$ cat src/hw/rtl/ipds_pkg.sv
// ipds_pkg: shared widths, register codes, reset values and config struct
// for the divider search block; used by every module under hw/rtl
package ipds_pkg;

    localparam int TGT_W   = 29;
    localparam int XTAL_W  = 27;
    localparam int VCOL_W  = 32;
    localparam int DIV_W   = 7;
    localparam int CIDX_W  = 2;
    localparam int CDATA_W = 32;

    localparam int PLL_MULT_FIRST_DEF = 25;
    localparam int PLL_MULT_LAST_DEF  = 36;

    localparam logic [DIV_W-1:0] DIV_MIN = 7'd6;
    localparam logic [DIV_W-1:0] DIV_MAX = 7'd127;

    localparam logic [CIDX_W-1:0] CFG_CRYSTAL = 2'd0;
    localparam logic [CIDX_W-1:0] CFG_VCO_MIN = 2'd1;
    localparam logic [CIDX_W-1:0] CFG_VCO_MAX = 2'd2;

    localparam logic [XTAL_W-1:0] CRYSTAL_RST = 27'd24576000;
    localparam logic [VCOL_W-1:0] VCO_MIN_RST = 32'd600000000;
    localparam logic [VCOL_W-1:0] VCO_MAX_RST = 32'd900000000;

    localparam logic [7:0]  MASK_QUAD   = 8'hF9;
    localparam logic [7:0]  MASK_SINGLE = 8'hFA;
    localparam logic [29:0] ACH_SAT     = 30'h3FFFFFFF;

    typedef struct packed {
        logic [XTAL_W-1:0] crystal;
        logic [VCOL_W-1:0] vco_min;
        logic [VCOL_W-1:0] vco_max;
    } t_cfg;

endpackage

$ cat src/hw/rtl/ipds_sel.sv
// ipds_sel: registered pairwise tree picking the lane with the smallest
// error, lower multiplier kept on a tie; uses ipds_pkg
module ipds_sel
    import ipds_pkg::*;
#(
    parameter int NL = 12,
    parameter int TL = 4,
    parameter int CW = 37,
    parameter int VW = 33
) (
    input  logic             i_clk,
    input  logic [TL-1:0]    i_en,
    input  logic             i_have [NL],
    input  logic [CW-1:0]    i_err  [NL],
    input  logic [VW-1:0]    i_f    [NL],
    input  logic [DIV_W-1:0] i_m    [NL],
    output logic             o_have,
    output logic [TL-1:0]    o_idx,
    output logic [VW-1:0]    o_f,
    output logic [DIV_W-1:0] o_m
);

    localparam int P2 = 1 << TL;

    logic             lv_have [0:TL][P2];
    logic [CW-1:0]    lv_err  [0:TL][P2];
    logic [VW-1:0]    lv_f    [0:TL][P2];
    logic [DIV_W-1:0] lv_m    [0:TL][P2];
    logic [TL-1:0]    lv_idx  [0:TL][P2];

    for (genvar j = 0; j < P2; j++) begin : g_leaf
        if (j < NL) begin : g_real
            assign lv_have[0][j] = i_have[j];
            assign lv_err[0][j]  = i_err[j];
            assign lv_f[0][j]    = i_f[j];
            assign lv_m[0][j]    = i_m[j];
        end else begin : g_pad
            assign lv_have[0][j] = 1'b0;
            assign lv_err[0][j]  = '0;
            assign lv_f[0][j]    = '0;
            assign lv_m[0][j]    = '0;
        end
        assign lv_idx[0][j] = TL'(j);
    end

    for (genvar l = 0; l < TL; l++) begin : g_lvl
        for (genvar j = 0; j < P2; j++) begin : g_node
            if (j < (P2 >> (l + 1))) begin : g_mrg
                logic take_r;
                assign take_r = lv_have[l][2*j+1]
                    && (!lv_have[l][2*j] || lv_err[l][2*j+1] < lv_err[l][2*j]);
                always_ff @(posedge i_clk) begin
                    if (i_en[l]) begin
                        lv_have[l+1][j] <= take_r ? 1'b1 : lv_have[l][2*j];
                        lv_err[l+1][j]  <= take_r ? lv_err[l][2*j+1] : lv_err[l][2*j];
                        lv_f[l+1][j]    <= take_r ? lv_f[l][2*j+1] : lv_f[l][2*j];
                        lv_m[l+1][j]    <= take_r ? lv_m[l][2*j+1] : lv_m[l][2*j];
                        lv_idx[l+1][j]  <= take_r ? lv_idx[l][2*j+1] : lv_idx[l][2*j];
                    end
                end
            end else begin : g_nil
                always_ff @(posedge i_clk) begin
                    if (i_en[l]) begin
                        lv_have[l+1][j] <= 1'b0;
                        lv_err[l+1][j]  <= '0;
                        lv_f[l+1][j]    <= '0;
                        lv_m[l+1][j]    <= '0;
                        lv_idx[l+1][j]  <= '0;
                    end
                end
            end
        end
    end

    assign o_have = lv_have[TL][0];
    assign o_idx  = lv_idx[TL][0];
    assign o_f    = lv_f[TL][0];
    assign o_m    = lv_m[TL][0];

endmodule

$ cat config.mk
export PLATFORM = sky130hd
export DESIGN_NAME = ipds_sel
export DESIGN_NICKNAME = d
export VERILOG_FILES = /design/src/hw/rtl/ipds_pkg.sv /design/src/hw/rtl/ipds_sel.sv
export SDC_FILE = /design/constraint.sdc
export NUM_CORES = 2
export LEC_CHECK = 0
export BUFFER_PORTS_ARGS = -buffer_cell sky130_fd_sc_hd__buf_2
export CORE_ASPECT_RATIO = 2
export CORE_MARGIN = 8
export CORE_UTILIZATION = 30
export DETAILED_ROUTE_END_ITERATION = 12
export GPL_TIMING_DRIVEN = 0
export PLACE_DENSITY_LB_ADDON = 0.15
export RECOVER_POWER = 100
export SLEW_MARGIN = 0
export SYNTH_ARGS = -nofsm -noshare
export SYNTH_HDL_FRONTEND = slang
export SYNTH_SLANG_ARGS = --single-unit
$ cat constraint.sdc
create_clock -name i_clk -period 4.2 [get_ports i_clk]
set_clock_uncertainty 0.1 [all_clocks]
set_input_delay 0.42 -clock i_clk [delete_from_list [all_inputs] [get_ports i_clk]]
set_output_delay 0.42 -clock i_clk [all_outputs]
set_load 0.02 [all_outputs]
==> summary.md <==
| Metric | Value |
|---|---|
| Final slew viol count | `389` |
| Slew HR | `-189.1%` |
| Die width | `297.9 um` |
| First-pass GRT wire length | `249.6 mm` |
| Reg area | `0.02763 sq mm` |
| Async SR Flop Fraction | `0%` |
| CTS root buf | `clkbuf_16` |
| Unrepaired setup endpoints after global routing | `false` |
| Crit path max fanout | `10` |
| WS Path Type | `in2reg` |
| NumNets Final | `6624` |
| Failing checks | `max-capacitance violations, max-slew violations` |
| Drt drc | `0` |
| Critical Path AT | `4470 ps` |
| Max clock buf depth | `3` |
| Pint | `18.33 mW` |
| Total congestion overflow | `0` |
| Largest net degree at the start of global routing | `123` |
| Synth Register Bits | `920` |
| CTS tree | `built` |
| Status | `finished with violations` |
| Register area share after synthesis | `57.94%` |
| Multi-input gate area | `0.01776 sq mm` |
| Switching Power | `6.656 mW` |
| Worst endpoint required time | `4520 ps` |
| Core footprint | `0.1585 sq mm` |
| Vias in the first global route | `37680` |
| P&R area growth vs syn | `41.18%` |
| Min Clock Period, post-route | `4154 ps` |
| Die Y | `579.8 um` |
| Slowest-stage cell, CP | `dlygate4sd3_1` |
| Synthesized Nets | `4635` |
| Post-synth EDFFs | `920` |
| Routed wire length | `169.9 mm` |
| Cell count after synthesis | `3298` |
| Post-DR wirelength/cell | `22.73 um` |
| Part of the cycle the worst path needs | `98.90%` |
| PwrDens | `371.2 mW/mm^2` |
| Dpl hpwl | `130.5 mm` |
| Clk pwr share | `32.0%` |
| HP Class | `in2reg` |
| Distinct cells, synth | `47` |
| Crit-path cells | `dlygate4sd3_1, buf_2, inv_1, ha_1, nand2_1, o21ai_0, o21ba_2, a211oi_1, o31ai_1, o311ai_4, buf_8, buf_2, buf_4, mux2_2, dlygate4sd3_1` |
| R2R setup slack | `180 ps` |
| Switching part of the total power | `26.64%` |
| Hold Fails Final Rpt | `0` |
| # setup viols final | `0` |
| Vias per cell | `4.569` |
| Initial DRC count | `1569` |
| Clock sinks | `920` |
| Top-area cell type share of the netlist area | `57.94%` |
| Ys flop type | `edfxtp_1` |
| R2R cell count | `9` |
| Htree depth | `3` |
| Worst-margin pin slew | `4337 ps` |
| Synth warnings | `0` |
| Cell Rows | `207` |
| Flop pwr share | `47.2%` |
| Clock slew at reported path FFs | `70 ps` |
| Leakage | `28.45 nW` |
| DRT Pass-1 Iters | `5` |
| DR vias | `34150` |
| CP peak stage delay | `600 ps` |
| Finished Layout Cells | `7475` |
| Port Buffer Count | `985` |
| Area leader, netlist | `edfxtp_1` |
| MaxCap Viol Count | `5` |
| Hold depth | `2` |
| Total CTS buffers | `89` |
| Fillers | `14740` |
| Layout cell share with drive strength beyond 1 | `33.53%` |
| Initial antenna violation count | `48` |
| Hold Slack | `59.78 ps` |
| Clk_lat worst skew | `670 ps` |
| Cell area after synthesis | `0.04768 sq mm` |
| Die Area | `0.1727 sq mm` |
| Detail Route Antenna Nets | `0` |
| Critical path endpoint category | `register` |
| VDD IR-drop max | `321.3 uV` |
| Number of I/O pins | `986` |
| Critical Path Source Type | `input port` |
| Initial Utilization | `30.08%` |
| Combinational power share | `20.9%` |
| Final GP Congestion | `0.8884` |
| Gr usage total | `19.18%` |
| Dpl cells | `6386` |
| Fmax | `240.7 MHz` |
| Synth top area cells | `edfxtp_1, mux2_2, ha_1, inv_1, a21oi_1` |
| Avg Inst Size Synth | `14.46 sq um` |
-- routing by layer --
layer	vias up	routed length, um	track usage [%]
li1	16300	-	-
met1	16360	74190	24.56
met2	1205	77780	31.32
met3	280	10770	4.507
met4	18	7081	7.350
met5	-	116	0
-- critical path, delay by kind of cell --
family / cells / cell delay (ps)
buffers and inverters: 7 / 2220
adder cells (fa/ha/maj): 1 / 290
AND/OR/NAND/NOR: 1 / 50
multiplexers: 1 / 380
AO/OA/AOI/OAI: 5 / 1100
-- layout make-up --
cell class / instances / area share (%)
well taps: 2090 / 3.885
repair buffers: 1901 / 20.93
multi-input cells: 1826 / 26.38
clock inverters: 64 / 0.8439
diodes: 26 / 0.09666
inverters: 420 / 2.342
clock buffers: 99 / 3.364
plain buffers: 129 / 1.113
flip-flops and latches: 920 / 41.04
-- power by group through the flow --
stage / Sequential [mW] / Clock [mW] / Combinational [mW]
2_1_floorplan: 11.8 / 0 / 2.54
3_3_place_gp: 12.1 / 0 / 4.47
3_5_place_dp: 12.0 / 0 / 4.53
4_1_cts: 11.8 / 8.30 / 5.42
5_1_grt: 11.9 / 8.58 / 5.74
6_report: 11.8 / 7.99 / 5.21
-- through the flow --
step                util, %  setup WS, ps  total power, mW  area (sq um)  TNS [ps]
finish                42.47         46.01            24.98         67310         0
global route          42.45        0.7376            26.22         67280         0
CTS                   42.54         3.295            25.51         67430         0
detailed placement    35.04         -1642            16.50         55540   -174200
global placement      34.84         -4989            16.53         55220  -3045570
floorplan                 -          1211            14.31         47680         0
-- cell usage in the layout, fill, tap and decap left out, types with 89 or more instances in the layout --
master         synthesis  final
edfxtp_1             920    920
a21oi_1              140    140
mux2_1                 9    230
clkbuf_1              27     91
mux2_2               808    587
ha_1                 396    396
clkbuf_16              0     89
inv_1                420    420
buf_2                 53    942
dlygate4sd3_1          0    903
-- what timing repair did --
item | in CTS | in global routing
buffers inserted | 0 | 0
gates resized for setup | 10 | 19
hold buffers | 903 | 0
pin swaps | 0 | 0
hold endpoints to repair | 473 | 0
endpoints found under the setup margin | 173 | 65
-- cells in the mapped netlist, types with 2 or more instances --
master	instances
o221ai_1	3
inv_1	420
nor2_1	31
o21ai_0	58
nor4_1	3
a21o_1	74
and3_1	5
o21bai_1	2
or4_1	3
ha_1	396
a21oi_1	140
o311ai_1	2
a2111oi_0	2
a221o_1	2
buf_4	50
o21a_1	4
buf_6	2
mux2_2	808
and4_1	8
nand3_1	30
nor2b_1	19
a31oi_1	5
or2_2	14
a211oi_1	11
clkbuf_1	27
mux2_1	9
buf_2	53
o31ai_1	4
o22ai_1	3
a221oi_1	9
o2111ai_1	3
o211ai_1	14
nand4_1	58
o41ai_1	3
nor3_1	15
edfxtp_1	920
nand2_1	72
o211a_1	2
a21boi_0	4
o21ba_2	3
-- cell families after synthesis --
kind of cell,count (synthesis),synth area share (%)
muxes,817,19.30
buffers and inverters,552,4.910
and+or+nand+nor,261,2.834
AOI/OAI and AO/OA,352,4.627
DFF,920,57.94
adders and majority gates,396,10.39
-- registers in the layout, summed over array words and instances, names as in the netlist --
signal	count
o_m	7
o_idx	4
lv_m	77
lv_idx	17
lv_err	407
lv_have	11
lv_f	363
o_have	1
o_f	33
-- path summary, 6_finish.rpt --
check | startpoint | to
max | i_err[208] | lv_f[2006]
min | i_f[269] | lv_f[2051]
max reg2reg | lv_err[2275] | lv_f[1520]
min reg2reg | lv_f[1510] | lv_f[1015]
No activity file was read; power rests on OpenSTA's default activity.
