File: config.mk
export PLATFORM = sky130hd
export DESIGN_NAME = ipds_lane
export DESIGN_NICKNAME = d
export VERILOG_FILES = /design/src/hw/rtl/ipds_pkg.sv /design/src/hw/rtl/ipds_lane.sv
export SDC_FILE = /design/constraint.sdc
export NUM_CORES = 2
export LEC_CHECK = 0
export BUFFER_PORTS_ARGS = -buffer_cell sky130_fd_sc_hd__buf_2
export CAP_MARGIN = 20
export CORE_UTILIZATION = 30
export DETAILED_ROUTE_END_ITERATION = 10
export GPL_TIMING_DRIVEN = 0
export PLACE_DENSITY_LB_ADDON = 0.05
export SLEW_MARGIN = 20
export SYNTH_ARGS = -nofsm -noshare
export SYNTH_HDL_FRONTEND = slang
export SYNTH_SLANG_ARGS = --single-unit
File: constraint.sdc
create_clock -name i_clk -period 23 [get_ports i_clk]
set_input_delay 6.9 -clock i_clk [delete_from_list [all_inputs] [get_ports i_clk]]
set_output_delay 6.9 -clock i_clk [all_outputs]
set_load 0.005 [all_outputs]
File: src/hw/rtl/ipds_pkg.sv
// ipds_pkg: shared widths, register codes, reset values and config struct
// for the divider search block; used by every module under hw/rtl
package ipds_pkg;

    localparam int TGT_W   = 29;
    localparam int XTAL_W  = 27;
    localparam int VCOL_W  = 32;
    localparam int DIV_W   = 7;
    localparam int CIDX_W  = 2;
    localparam int CDATA_W = 32;

    localparam int PLL_MULT_FIRST_DEF = 25;
    localparam int PLL_MULT_LAST_DEF  = 36;

    localparam logic [DIV_W-1:0] DIV_MIN = 7'd6;
    localparam logic [DIV_W-1:0] DIV_MAX = 7'd127;

    localparam logic [CIDX_W-1:0] CFG_CRYSTAL = 2'd0;
    localparam logic [CIDX_W-1:0] CFG_VCO_MIN = 2'd1;
    localparam logic [CIDX_W-1:0] CFG_VCO_MAX = 2'd2;

    localparam logic [XTAL_W-1:0] CRYSTAL_RST = 27'd24576000;
    localparam logic [VCOL_W-1:0] VCO_MIN_RST = 32'd600000000;
    localparam logic [VCOL_W-1:0] VCO_MAX_RST = 32'd900000000;

    localparam logic [7:0]  MASK_QUAD   = 8'hF9;
    localparam logic [7:0]  MASK_SINGLE = 8'hFA;
    localparam logic [29:0] ACH_SAT     = 30'h3FFFFFFF;

    typedef struct packed {
        logic [XTAL_W-1:0] crystal;
        logic [VCOL_W-1:0] vco_min;
        logic [VCOL_W-1:0] vco_max;
    } t_cfg;

endpackage

File: src/hw/rtl/ipds_lane.sv
// ipds_lane: one multiplier lane, vco window check, ideal divider by
// restoring division, three candidate dividers, f = vco/m and error; uses ipds_pkg
module ipds_lane
    import ipds_pkg::*;
#(
    parameter int P_MULT = PLL_MULT_FIRST_DEF,
    parameter bit P_USE  = 1'b1,
    parameter int VW     = XTAL_W + 6,
    parameter int LS     = 13 + (VW + 3) / 4
) (
    input  logic                 i_clk,
    input  logic [LS-1:0]        i_en,
    input  t_cfg                 i_cfg,
    input  logic [TGT_W-1:0]     i_tgt,
    output logic                 o_have,
    output logic [((VW > TGT_W+8) ? VW : TGT_W+8)-1:0] o_err,
    output logic [VW-1:0]        o_f,
    output logic [DIV_W-1:0]     o_m
);

    localparam int CW = (VW > TGT_W + 8) ? VW : TGT_W + 8;
    localparam int ND = (VW + 3) / 4;
    localparam int DW = ND * 4;
    localparam int SC = 10;
    localparam int SE = 11 + ND;
    localparam int SP = 12 + ND;

    // stage 0: vco product
    logic [VW-1:0]    r_vco0;
    logic [TGT_W-1:0] r_tgt0;

    always_ff @(posedge i_clk) begin
        if (i_en[0]) begin
            r_vco0 <= VW'(P_MULT) * VW'(i_cfg.crystal);
            r_tgt0 <= i_tgt;
        end
    end

    // stage 1: window, quotient range, then eight quotient bit stages
    logic [CW-1:0]    r_rem  [0:8];
    logic [7:0]       r_q    [0:8];
    logic [VW-1:0]    r_vcoq [0:8];
    logic [TGT_W-1:0] r_tgtq [0:8];
    logic             r_ok   [0:8];

    always_ff @(posedge i_clk) begin
        if (i_en[1]) begin
            r_rem[0]  <= CW'(r_vco0);
            r_q[0]    <= '0;
            r_vcoq[0] <= r_vco0;
            r_tgtq[0] <= r_tgt0;
            r_ok[0]   <= P_USE
                && (64'(r_vco0) >= 64'(i_cfg.vco_min))
                && (64'(r_vco0) <= 64'(i_cfg.vco_max))
                && (CW'(r_vco0) < (CW'(r_tgt0) << 8));
        end
    end

    for (genvar i = 0; i < 8; i++) begin : g_qbit
        logic [CW-1:0] n_rem;
        logic [7:0]    n_q;
        logic [CW-1:0] dv;

        always_comb begin
            dv    = CW'(r_tgtq[i]) << (7 - i);
            n_rem = r_rem[i];
            n_q   = r_q[i];
            if (r_rem[i] >= dv) begin
                n_rem       = r_rem[i] - dv;
                n_q[7 - i]  = 1'b1;
            end
        end

        always_ff @(posedge i_clk) begin
            if (i_en[2 + i]) begin
                r_rem[i + 1]  <= n_rem;
                r_q[i + 1]    <= n_q;
                r_vcoq[i + 1] <= r_vcoq[i];
                r_tgtq[i + 1] <= r_tgtq[i];
                r_ok[i + 1]   <= r_ok[i];
            end
        end
    end

    // candidate dividers and f = vco / m, four quotient bits per stage
    logic [DW-1:0]    r_dvd  [0:ND];
    logic [7:0]       r_drem [0:ND][3];
    logic [DW-1:0]    r_fq   [0:ND][3];
    logic [DIV_W-1:0] r_m    [0:ND][3];
    logic             r_cv   [0:ND][3];
    logic [TGT_W-1:0] r_tgtd [0:ND];

    logic [8:0] ideal;
    logic [8:0] cand [3];
    logic       cok  [3];

    always_comb begin
        ideal   = {1'b0, r_q[8][7:1], 1'b0};
        cand[0] = ideal - 9'd2;
        cand[1] = ideal;
        cand[2] = ideal + 9'd2;
        for (int c = 0; c < 3; c++) begin
            cok[c] = r_ok[8] && (cand[c] >= 9'(DIV_MIN)) && (cand[c] <= 9'(DIV_MAX));
        end
        cok[0] = cok[0] && (ideal >= 9'd2);
    end

    always_ff @(posedge i_clk) begin
        if (i_en[SC]) begin
            r_dvd[0]  <= DW'(r_vcoq[8]);
            r_tgtd[0] <= r_tgtq[8];
            for (int c = 0; c < 3; c++) begin
                r_drem[0][c] <= '0;
                r_fq[0][c]   <= '0;
                r_m[0][c]    <= cand[c][DIV_W-1:0];
                r_cv[0][c]   <= cok[c];
            end
        end
    end

    for (genvar j = 0; j < ND; j++) begin : g_fdiv
        logic [7:0]    rm [3];
        logic [DW-1:0] qq [3];

        always_comb begin
            for (int c = 0; c < 3; c++) begin
                rm[c] = r_drem[j][c];
                qq[c] = r_fq[j][c];
                for (int b = 0; b < 4; b++) begin
                    rm[c] = {rm[c][6:0], r_dvd[j][DW-1-b]};
                    qq[c] = {qq[c][DW-2:0], 1'b0};
                    if (rm[c] >= {1'b0, r_m[j][c]}) begin
                        rm[c]    = rm[c] - {1'b0, r_m[j][c]};
                        qq[c][0] = 1'b1;
                    end
                end
            end
        end

        always_ff @(posedge i_clk) begin
            if (i_en[SC + 1 + j]) begin
                r_dvd[j + 1]  <= {r_dvd[j][DW-5:0], 4'b0000};
                r_tgtd[j + 1] <= r_tgtd[j];
                for (int c = 0; c < 3; c++) begin
                    r_drem[j + 1][c] <= rm[c];
                    r_fq[j + 1][c]   <= qq[c];
                    r_m[j + 1][c]    <= r_m[j][c];
                    r_cv[j + 1][c]   <= r_cv[j][c];
                end
            end
        end
    end

    // absolute error
    logic [CW-1:0]    r_e_err [3];
    logic [VW-1:0]    r_e_f   [3];
    logic [DIV_W-1:0] r_e_m   [3];
    logic             r_e_cv  [3];
    logic [CW-1:0]    fe [3];
    logic [CW-1:0]    te;

    always_comb begin
        te = CW'(r_tgtd[ND]);
        for (int c = 0; c < 3; c++) begin
            fe[c] = CW'(r_fq[ND][c][VW-1:0]);
        end
    end

    always_ff @(posedge i_clk) begin
        if (i_en[SE]) begin
            for (int c = 0; c < 3; c++) begin
                r_e_err[c] <= (fe[c] > te) ? (fe[c] - te) : (te - fe[c]);
                r_e_f[c]   <= r_fq[ND][c][VW-1:0];
                r_e_m[c]   <= r_m[ND][c];
                r_e_cv[c]  <= r_cv[ND][c];
            end
        end
    end

    // best of three, earlier kept on a tie
    logic             n_have;
    logic [CW-1:0]    n_err;
    logic [VW-1:0]    n_f;
    logic [DIV_W-1:0] n_m;

    always_comb begin
        n_have = 1'b0;
        n_err  = '0;
        n_f    = '0;
        n_m    = '0;
        for (int c = 0; c < 3; c++) begin
            if (r_e_cv[c] && (!n_have || r_e_err[c] < n_err)) begin
                n_have = 1'b1;
                n_err  = r_e_err[c];
                n_f    = r_e_f[c];
                n_m    = r_e_m[c];
            end
        end
    end

    always_ff @(posedge i_clk) begin
        if (i_en[SP]) begin
            o_have <= n_have;
            o_err  <= n_err;
            o_f    <= n_f;
            o_m    <= n_m;
        end
    end

endmodule

==> impl_metrics.xml <==
<?xml version="1.0" encoding="UTF-8"?>
<metrics>
  <group name="outcome">
    <metric name="run_status" unit="">finished with violations</metric>
    <metric name="violations_in_the_final_reports" unit="">DRC</metric>
  </group>
  <group name="worst_setup_path">
    <metric name="worst-endpoint-arrival" unit="ns">11.91</metric>
    <metric name="worst_path_required" unit="ns">23.61</metric>
    <metric name="setup.worst_path.class" unit="">reg -&gt; reg</metric>
    <metric name="worst_setup_path_start_kind" unit="">register</metric>
    <metric name="maximum_fanout_along_the_worst_path" unit="">10</metric>
    <metric name="endpoint_kind" unit="">register</metric>
  </group>
  <group name="cts">
    <metric name="cts_post_setup_buffers_inserted" unit="">0</metric>
    <metric name="cts_buffer_depth" unit="">4</metric>
    <metric name="root_buffer" unit="">sky130_fd_sc_hd__clkbuf_16</metric>
    <metric name="clock_tree_from_tritoncts" unit="">built</metric>
    <metric name="clk_pin_slew" unit="ns">0.05</metric>
    <metric name="worst_skew_pair.late_latency" unit="ns">0.93</metric>
    <metric name="cts.hold.buffers_added" unit="">0</metric>
    <metric name="number_of_buffers_created_by_cts" unit="">299</metric>
    <metric name="clock_tree.htree_level_count" unit="">5</metric>
    <metric name="tritoncts_num_sinks" unit="">2420</metric>
    <metric name="cts_resized" unit="">0</metric>
  </group>
  <group name="worst_hold_path">
    <metric name="timing.hold.worst.class" unit="">reg -&gt; reg</metric>
  </group>
  <group name="layout">
    <metric name="final_instance_area" unit="sq um">152000</metric>
    <metric name="layout-drive-gt1-share" unit="%">9.406</metric>
    <metric name="post-route-util" unit="%">34.41</metric>
    <metric name="flow.area_growth_from_synthesis" unit="%">14.15</metric>
    <metric name="fillCellCount" unit="">43440</metric>
    <metric name="nets" unit="">13110</metric>
  </group>
  <group name="yosys">
    <metric name="synth_fp_nets" unit="">12560</metric>
    <metric name="ys_top_cells_by_count" unit="">sky130_fd_sc_hd__edfxtp_1 (2,420), sky130_fd_sc_hd__inv_1 (1,221), sky130_fd_sc_hd__ha_1 (1,208)</metric>
    <metric name="synth_top_area_cell" unit="">sky130_fd_sc_hd__edfxtp_1</metric>
    <metric name="netlist-cell-type-count" unit="">104</metric>
    <metric name="syn_area_per_cell" unit="sq um">12.02</metric>
    <metric name="synth_edf_count" unit="">2420</metric>
    <metric name="synthesis.instances" unit="">11080</metric>
    <metric name="post_synth_main_area_contributors" unit="">sky130_fd_sc_hd__edfxtp_1 (55%), sky130_fd_sc_hd__ha_1 (11%), sky130_fd_sc_hd__inv_1 (3.4%)</metric>
    <metric name="postSynth.asyncResetShare" unit="%">0</metric>
    <metric name="synth_top_area_share" unit="%">54.57</metric>
    <metric name="synth.most_common_cell" unit="">sky130_fd_sc_hd__edfxtp_1</metric>
    <metric name="mappedNetlistArea" unit="sq um">133200</metric>
    <metric name="ys_dominant_reg_cell" unit="">sky130_fd_sc_hd__edfxtp_1</metric>
    <metric name="synth-seq-cells" unit="">2420</metric>
    <metric name="synthesis.yosys.warnings" unit="">0</metric>
    <metric name="synth-seq-area-share" unit="%">54.57</metric>
  </group>
  <group name="floorplan">
    <metric name="design.die.area" unit="sq um">446600</metric>
    <metric name="initial_utilization" unit="%">30.15</metric>
    <metric name="coreArea" unit="sq um">441800</metric>
    <metric name="fp-row-count" unit="">244</metric>
    <metric name="die_h" unit="um">668.3</metric>
    <metric name="die_w" unit="um">668.3</metric>
    <metric name="io_pins" unit="">221</metric>
  </group>
  <group name="placement">
    <metric name="gp_congestion" unit="">0.8555</metric>
    <metric name="post_dp_cell_area" unit="sq um">142500</metric>
    <metric name="count_of_buffers_from_port_buffering" unit="">219</metric>
    <metric name="dp_hpwl" unit="um">315400</metric>
  </group>
  <group name="global_routing">
    <metric name="grt_first_pass_wirelength" unit="um">578700</metric>
    <metric name="antenna_found_initial" unit="">49</metric>
    <metric name="grt-ovfl-total" unit="">0</metric>
    <metric name="vias_in_the_first_global_route" unit="">88420</metric>
    <metric name="grt.total_usage" unit="%">17.26</metric>
    <metric name="pin_count_of_the_biggest_net_entering_global_routing" unit="">91</metric>
  </group>
  <group name="sta">
    <metric name="hold_viol" unit="">0</metric>
    <metric name="max_slew.worst_pin.slew" unit="ns">1.238</metric>
    <metric name="worst_clock_skew_on_the_final_layout" unit="ns">0.09194</metric>
    <metric name="finalHoldWorstSlack" unit="ns">0.3528</metric>
    <metric name="finalWorstPathRequiredPeriod" unit="ns">11.30</metric>
    <metric name="final_slew_viol_count" unit="">0</metric>
    <metric name="setup-violations-final" unit="">0</metric>
    <metric name="setup_repair_after_global_routing_missed_its_margin" unit="">false</metric>
    <metric name="timing.max_slew.rel_slack" unit="%">16.28</metric>
    <metric name="setup_total_negative_slack" unit="ns">0</metric>
    <metric name="min_period_over_period" unit="%">49.14</metric>
    <metric name="fmax" unit="MHz">88.47</metric>
  </group>
  <group name="power">
    <metric name="comb_power_share" unit="%">56.3</metric>
    <metric name="p_int" unit="uW">15690</metric>
    <metric name="seqPwrFrac" unit="%">26.2</metric>
    <metric name="clock_power_share" unit="%">17.5</metric>
    <metric name="max-vdd-ir-drop" unit="V">0.0001556</metric>
    <metric name="power_per_cell_area" unit="nW/um^2">172.2</metric>
    <metric name="netSwitchingFraction" unit="%">40.06</metric>
    <metric name="static-leakage-power" unit="uW">0.06082</metric>
    <metric name="power_switching" unit="uW">10490</metric>
  </group>
  <group name="route">
    <metric name="via_per_inst" unit="">4.825</metric>
    <metric name="dr.first_iter.drc_count" unit="">4884</metric>
    <metric name="detail-route-antenna-nets" unit="">0</metric>
    <metric name="postRouteWirelength" unit="um">394100</metric>
    <metric name="first_pass_iteration_count_of_the_detailed_router" unit="">8</metric>
    <metric name="routed-via-count" unit="">85730</metric>
    <metric name="detail_route.wl_per_cell" unit="um">22.18</metric>
    <metric name="drc" unit="">38</metric>
  </group>
  <group name="run">
    <metric name="maxCapViolations" unit="">0</metric>
  </group>
</metrics>
==> metrics by stage <==
step	total power, uW	cells	worst slack [ns]
2_1_floorplan	17850	11080	12.58
3_3_place_gp	21560	17210	10.76
3_5_place_dp	21710	17230	11.38
4_1_cts	26520	17760	11.33
5_1_grt	28330	17760	11.24
6_report	26180	17770	11.70
==> final timing paths <==
path                  endpoint         start  cells after the start  slack (ns)
hold / removal    r_dvd[3][31]  r_dvd[2][27]                      0        0.35
setup reg to reg       o_f[23]  r_e_cv[0][0]                     27       11.70
hold reg to reg   r_dvd[3][31]  r_dvd[2][27]                      0        0.35
setup / recovery       o_f[23]  r_e_cv[0][0]                     27       11.70
==> registers in the layout, indices dropped and copies added, names as in the netlist, 35 cells and up <==
register  cells
r_fq        459
r_tgtd      290
r_tgtq      261
r_rem       255
r_vcoq      228
r_dvd       176
r_m         170
r_drem      151
r_e_err     102
r_e_f        99
r_q          35
==> cells by family after synthesis <==
kind of cell	after synthesis	share of synthesized area, %
AO/OA/AOI/OAI	2543	12.00
flip-flops	2420	54.57
AND/OR/NAND/NOR	2316	8.503
buffers and inverters	1422	4.039
adder cells (fa/ha/maj)	1335	13.26
XOR/XNOR	563	3.703
multiplexers	484	3.928
other	1	0.002816
==> power groups by stage <==
stage          combinational [uW]  clock, uW  sequential [uW]
3_5_place_dp                14700          0             6970
4_1_cts                     14900       4780             6880
2_1_floorplan               11200          0             6620
6_report                    14700       4590             6850
3_3_place_gp                14600          0             6980
5_1_grt                     16500       4920             6930
==> placed cells by master (no fill, tap or decap), drive strengths merged, types with 131 or more instances in the layout <==
master,instances
a21o,287
nor2b,161
mux2,309
a21oi,775
edfxtp,2420
nor3,131
clkbuf,523
nand2,697
xnor2,320
ha,1208
nor2,557
nand4,134
nand3,149
o21ai,707
inv,1244
mux2i,175
xor2,243
buf,267
==> worst max-delay path: stages (launching register included) <==
cell and delay (ns):
sky130_fd_sc_hd__edfxtp_1 0.56, sky130_fd_sc_hd__clkbuf_1 0.30, sky130_fd_sc_hd__clkbuf_1 0.89, sky130_fd_sc_hd__nand2_1 0.21, sky130_fd_sc_hd__ha_1 0.35, sky130_fd_sc_hd__o21ai_0 0.21
sky130_fd_sc_hd__a31oi_1 0.07, sky130_fd_sc_hd__o41ai_1 0.47, sky130_fd_sc_hd__o21ai_0 0.30, sky130_fd_sc_hd__a31oi_1 0.42, sky130_fd_sc_hd__o211ai_1 0.48, sky130_fd_sc_hd__a21oi_1 0.41
sky130_fd_sc_hd__clkbuf_2 0.55, sky130_fd_sc_hd__clkbuf_1 0.64, sky130_fd_sc_hd__buf_1 0.77, sky130_fd_sc_hd__a21oi_1 0.24, sky130_fd_sc_hd__ha_1 0.36, sky130_fd_sc_hd__and4_1 0.23
sky130_fd_sc_hd__nand4_1 0.19, sky130_fd_sc_hd__or3_1 0.41, sky130_fd_sc_hd__or3_1 0.52, sky130_fd_sc_hd__or3_1 0.43, sky130_fd_sc_hd__o31a_1 0.25, sky130_fd_sc_hd__o21ai_1 0.11
sky130_fd_sc_hd__clkbuf_1 0.44, sky130_fd_sc_hd__buf_8 0.21, sky130_fd_sc_hd__buf_2 0.41, sky130_fd_sc_hd__mux2_2 0.50
==> cell type report <==
| type | instances | area, sq um | area share, % |
|---|---|---|---|
| Sequential cell | 2420 | 72670 | 47.80 |
| Multi-Input combinational cell | 7242 | 55170 | 36.29 |
| Clock buffer | 365 | 7879 | 5.183 |
| Tap cell | 5904 | 7387 | 4.859 |
| Inverter | 1239 | 4651 | 3.059 |
| Timing Repair Buffer | 242 | 1869 | 1.230 |
| Clock inverter | 163 | 1639 | 1.078 |
| Buffer | 183 | 732.0 | 0.4815 |
| Antenna cell | 10 | 25.02 | 0.01646 |
==> layer usage <==
| metal | vias up | global-route usage (%) | wire length (um) |
|---|---|---|---|
| met5 | - | 0 | 246 |
| li1 | 41860 | - | - |
| met4 | 38 | 6.044 | 15090 |
| met3 | 626 | 2.138 | 13230 |
| met2 | 1660 | 30.02 | 190300 |
| met1 | 41540 | 22.01 | 175300 |
Note: power is estimated with default switching activity, not from simulation.
